<file path="src/tcce_ram.sv">
// generic single port ram with registered read
module tcce_ram #(
  parameter int WIDTH = 8,
  parameter int DEPTH = 256
) (
  input  logic                     clk,
  input  logic                     we,
  input  logic                     re,
  input  logic [$clog2(DEPTH)-1:0] addr,
  input  logic [WIDTH-1:0]         wdata,
  output logic [WIDTH-1:0]         rdata
);

  logic [WIDTH-1:0] mem [DEPTH];
  logic [WIDTH-1:0] rdata_r;

  always_ff @(posedge clk) begin
    if (we) begin
      mem[addr] <= wdata;
    end
    if (re) begin
      rdata_r <= mem[addr];
    end
  end

  assign rdata = rdata_r;

endmodule

</file>
<file path="config.mk">
export PLATFORM = sky130hd
export DESIGN_NAME = tcce_ram
export DESIGN_NICKNAME = d
export VERILOG_FILES = /design/src/tcce_ram.sv
export SDC_FILE = /design/constraint.sdc
export NUM_CORES = 2
export LEC_CHECK = 0
export BUFFER_PORTS_ARGS = -buffer_cell sky130_fd_sc_hd__buf_2
export CAP_MARGIN = 0
export CELL_PAD_IN_SITES_DETAIL_PLACEMENT = 0
export CELL_PAD_IN_SITES_GLOBAL_PLACEMENT = 1
export CORE_ASPECT_RATIO = 0.8
export CORE_MARGIN = 8
export CORE_UTILIZATION = 33
export DETAILED_ROUTE_END_ITERATION = 6
export GPL_TIMING_DRIVEN = 0
export HOLD_SLACK_MARGIN = 0.12
export PLACE_DENSITY_LB_ADDON = 0.12
export SLEW_MARGIN = 20
export SYNTH_ARGS = -nofsm -noshare
export SYNTH_HDL_FRONTEND = slang
export SYNTH_SLANG_ARGS = --single-unit
</file>
<file path="constraint.sdc">
create_clock -name clk -period 2.6 [get_ports clk]
set_clock_uncertainty 0.05 [all_clocks]
set_input_delay 0.39 -clock clk [delete_from_list [all_inputs] [get_ports clk]]
set_output_delay 0.39 -clock clk [all_outputs]
set_load 0.05 [all_outputs]
</file>
==> run_results.csv <==
group,metric,value,unit
timing,worstMarginPinSlew,1.174,ns
timing,layout_min_cycle_time,2.776,ns
route,ant_nets,0,
route,vias,38430,
grt,grt_pass1_wl,335.9,mm
power,p_comb_frac,0.057,
die,die_area,0.2541,sq mm
worst_hold_path,hold_class,"in2reg",
logic_synthesis,yosysMostFrequentCell,"edfxtp_1",
logic_synthesis,yosysUniqueCellTypes,21,
power,internal_power,54.04,mW
die,pin_count,27,
finish,fillers,21160,
setup_path,crit_path_end_kind,"flip-flop",
route,routedWlPerCell,34.28,um
clocking,cts_root_buffer,"clkbuf_16",
finish,synthToLayoutAreaGrowth,18.79,%
place,gp_congestion,0.8144,
finish,drive_gt1_frac,0.3576,
power,netSwitchingPower,15.58,mW
route,drt-pass1-iter-count,5,
grt,grt_usage,0.1903,
clocking,clkSinkCount,2056,
logic_synthesis,ys_warn_count,0,
job,max_cap_viol_count,0,
timing,holdWs,0.2593,ns
setup_path,reg2reg_slack,-0.14,ns
power,switching_share,0.2237,
clocking,cts-buffers-inserted,212,
logic_synthesis,yosys-top-cells-area,"edfxtp_1 (79%), mux4_2 (15%), a22oi_1 (2.4%)",
power,clkPwrFrac,0.417,
timing,slew_violations,0,
place,hpwlAfterDp,164.1,mm
logic_synthesis,syn_inst,3547,
grt,grt_busiest_layer,"met2",
die,die_x,561.6,um
grt,grt-ovfl-total,0,
grt,antenna_found_initial,11,
power,p_seq_frac,0.525,
timing,rsz0062_at_grt,"yes",
power,power.density,745.9,mW/mm^2
route,first_iter_violations,4431,
clocking,cts_tree,"done",
setup_path,crit_fanout,10,
timing,setup_violations,80,
logic_synthesis,synth_seq_area_share,0.7858,
logic_synthesis,async_reset_ff_frac,0,
setup_path,crit_type,"in2reg",
setup_path,r2r-end,"rdata[7]$_DFFE_PP_",
status,violations,"setup timing",
power,leakagePower,27.80,nW
status,status,"finished, violations left",
grt,use_met2,0.2964,
logic_synthesis,syn_area,0.07857,sq mm
logic_synthesis,synth_edf_count,2056,
setup_path,start_kind,"input pin",
logic_synthesis,synth_top_flop_cell,"edfxtp_1",
setup_path,critPathArrivalTime,3.22,ns
logic_synthesis,syn-num-nets,3566,
die,core_area,0.2372,sq mm
place,place.port_buffers,22,
finish,nNetsFinal,3870,
timing,fmax,360.2,MHz
route,routed_wl,245.8,mm
timing,setup_ws,-0.1762,ns
logic_synthesis,syn_area_per_cell,22.15,sq um
logic_synthesis,ys_top_cells_by_count,"edfxtp_1 (2056), mux4_2 (512), a22oi_1 (256)",
setup_path,rr_startpoint,"mem[175][7]$_DFFE_PP_",
route,viasPerCell,5.360,
finish,design_area,0.09334,sq mm
route,drc,0,
timing,relSlewSlack,0.2176,
worst_hold_path,hold_depth,3,
worst_hold_path,hold_start,"we",
grt,use_met3,0.03705,
logic_synthesis,yosysTopAreaCell,"edfxtp_1",
die,core.rowCount,160,
place,dp_slack,-3.081,ns
clocking,cts_max_level,4,
timing,finalCritPeriodShare,1.068,
clocking,clockBufferDepth,4,
clocking,clk_latency,0.86,ns
die,initial_utilization,0.3312,
place,placed_area,0.08393,sq mm
logic_synthesis,synth_seq_cells,2056,
power,irDropWorstVdd,0.0004997,V
timing,hold_viol,0,
logic_synthesis,synth_top_cell_area_share,0.7858,
setup_path,required,3.04,ns
grt,grt_pass1_vias,39050,
setup_path,reg2reg_depth,5,
timing,finalSetupTns,-1.970,ns
grt,grtUsageMet1,0.2771,
grt,grt_max_degree,113,
die,dieHeight,452.4,um
worst_hold_path,hold_end,"mem[174][7]$_DFFE_PP_",
clocking,clk_pin_slew,0.06,ns
cells by family (layout without fill, tap and decap cells):
logic type      after synthesis  in the layout  share of synthesized area
mux                         512            512                     0.1468
simple gates                330            330                    0.01731
compound gates              416            416                    0.03618
other cells                   0              1                          0
flops                      2056           2056                     0.7858
buf+inv                     233            696                    0.01400
metrics by stage:
step,total power [mW],instances,utilization
2_1_floorplan,38.95,3547,-
3_3_place_gp,40.96,6728,0.3484
3_5_place_dp,40.97,6774,0.3538
4_1_cts,70.25,7167,0.3914
5_1_grt,71.57,7169,0.3934
6_report,69.62,7170,0.3934
metal layers:
layer,wire length [um],share of wire
met1,111800,0.45
met2,112000,0.46
met3,15270,0.062
met4,6703,0.027
met5,12,0.000049
worst max path at each step:
stage                                startpoint  slack (ns)                     to  depth (start not counted)
after detailed placement                addr[1]       -3.08     rdata[0]$_DFFE_PP_                          9
after CTS                                    we       -0.21  mem[144][0]$_DFFE_PP_                          5
after global routing      mem[123][7]$_DFFE_PP_       -0.15     rdata[7]$_DFFE_PP_                          5
final                                   addr[3]       -0.18     rdata[7]$_DFFE_PP_                          9
after global placement                  addr[3]       -4.05   mem[34][3]$_DFFE_PP_                          7
after floorplan                         addr[1]       -0.06  mem[111][0]$_DFFE_PP_                          9
timing repair:
| item | 4_1_cts | 5_1_grt |
|---|---|---|
| hold endpoints to repair | 541 | 0 |
| setup buffers | 11 | 2 |
| pin swaps | 27 | 27 |
| cloned | 0 | 0 |
| hold buffers | 9 | 0 |
| resized for setup | 636 | 111 |
| endpoints found under the setup margin | 2036 | 659 |
power by group through the flow:
stage / combinational [mW] / sequential (mW) / clock [mW]
global route: 4.18 / 36.6 / 30.8
floorplan: 1.62 / 37.3 / 0
global placement: 3.53 / 37.4 / 0
finish: 4.00 / 36.6 / 29.0
detailed placement: 3.69 / 37.3 / 0
CTS: 3.98 / 36.6 / 29.7
sequential cells by signal, indices dropped and copies added, names as in the netlist:
name   flops
rdata      8
mem     2048
area by class of cell:
cell class / instances / area [sq um] / share of cell area
buffer: 232 / 1713 / 0.01835
sequential: 2056 / 61740 / 0.6615
tap: 3159 / 3953 / 0.04235
antenna: 1 / 2.502 / 0.00002681
multi-input combinational: 1258 / 18060 / 0.1935
clock inverter: 119 / 908.4 / 0.009732
clock buffer: 254 / 5505 / 0.05898
inverter: 1 / 3.754 / 0.00004022
timing repair buffer: 90 / 1449 / 0.01552
critical path: stages:
cell and delay [ns]:
clkbuf_2 0.19, nor2b_1 0.18, clkbuf_2 0.29, clkbuf_8 0.30
clkbuf_1 0.36, a22oi_2 0.36, a21oi_1 0.20, o41ai_4 0.54
nand4_1 0.36
cell usage in the layout (no fill, tap or decap), types with 6 or more instances in the layout:
master / count
nand2_1: 18
nor2_1: 46
nand3_2: 6
mux4_2: 512
clkbuf_2: 45
a22oi_1: 191
clkinv_2: 43
nand4_1: 8
clkbuf_16: 214
a21oi_4: 15
o41ai_4: 20
edfxtp_1: 2056
a22oi_2: 65
bufinv_16: 12
clkinv_1: 52
buf_12: 12
dlygate4sd3_1: 9
clkinvlp_4: 9
buf_16: 31
buf_8: 15
clkbuf_4: 32
a21oi_1: 73
nand2_2: 8
buf_6: 35
buf_4: 47
a21oi_2: 40
o41ai_1: 8
clkbuf_8: 14
buf_2: 27
nor2_4: 108
nor2b_1: 6
clkbuf_1: 92
nand2b_1: 6
nor2_2: 78
nor3_2: 30
No activity file was read; power rests on OpenSTA's default activity.
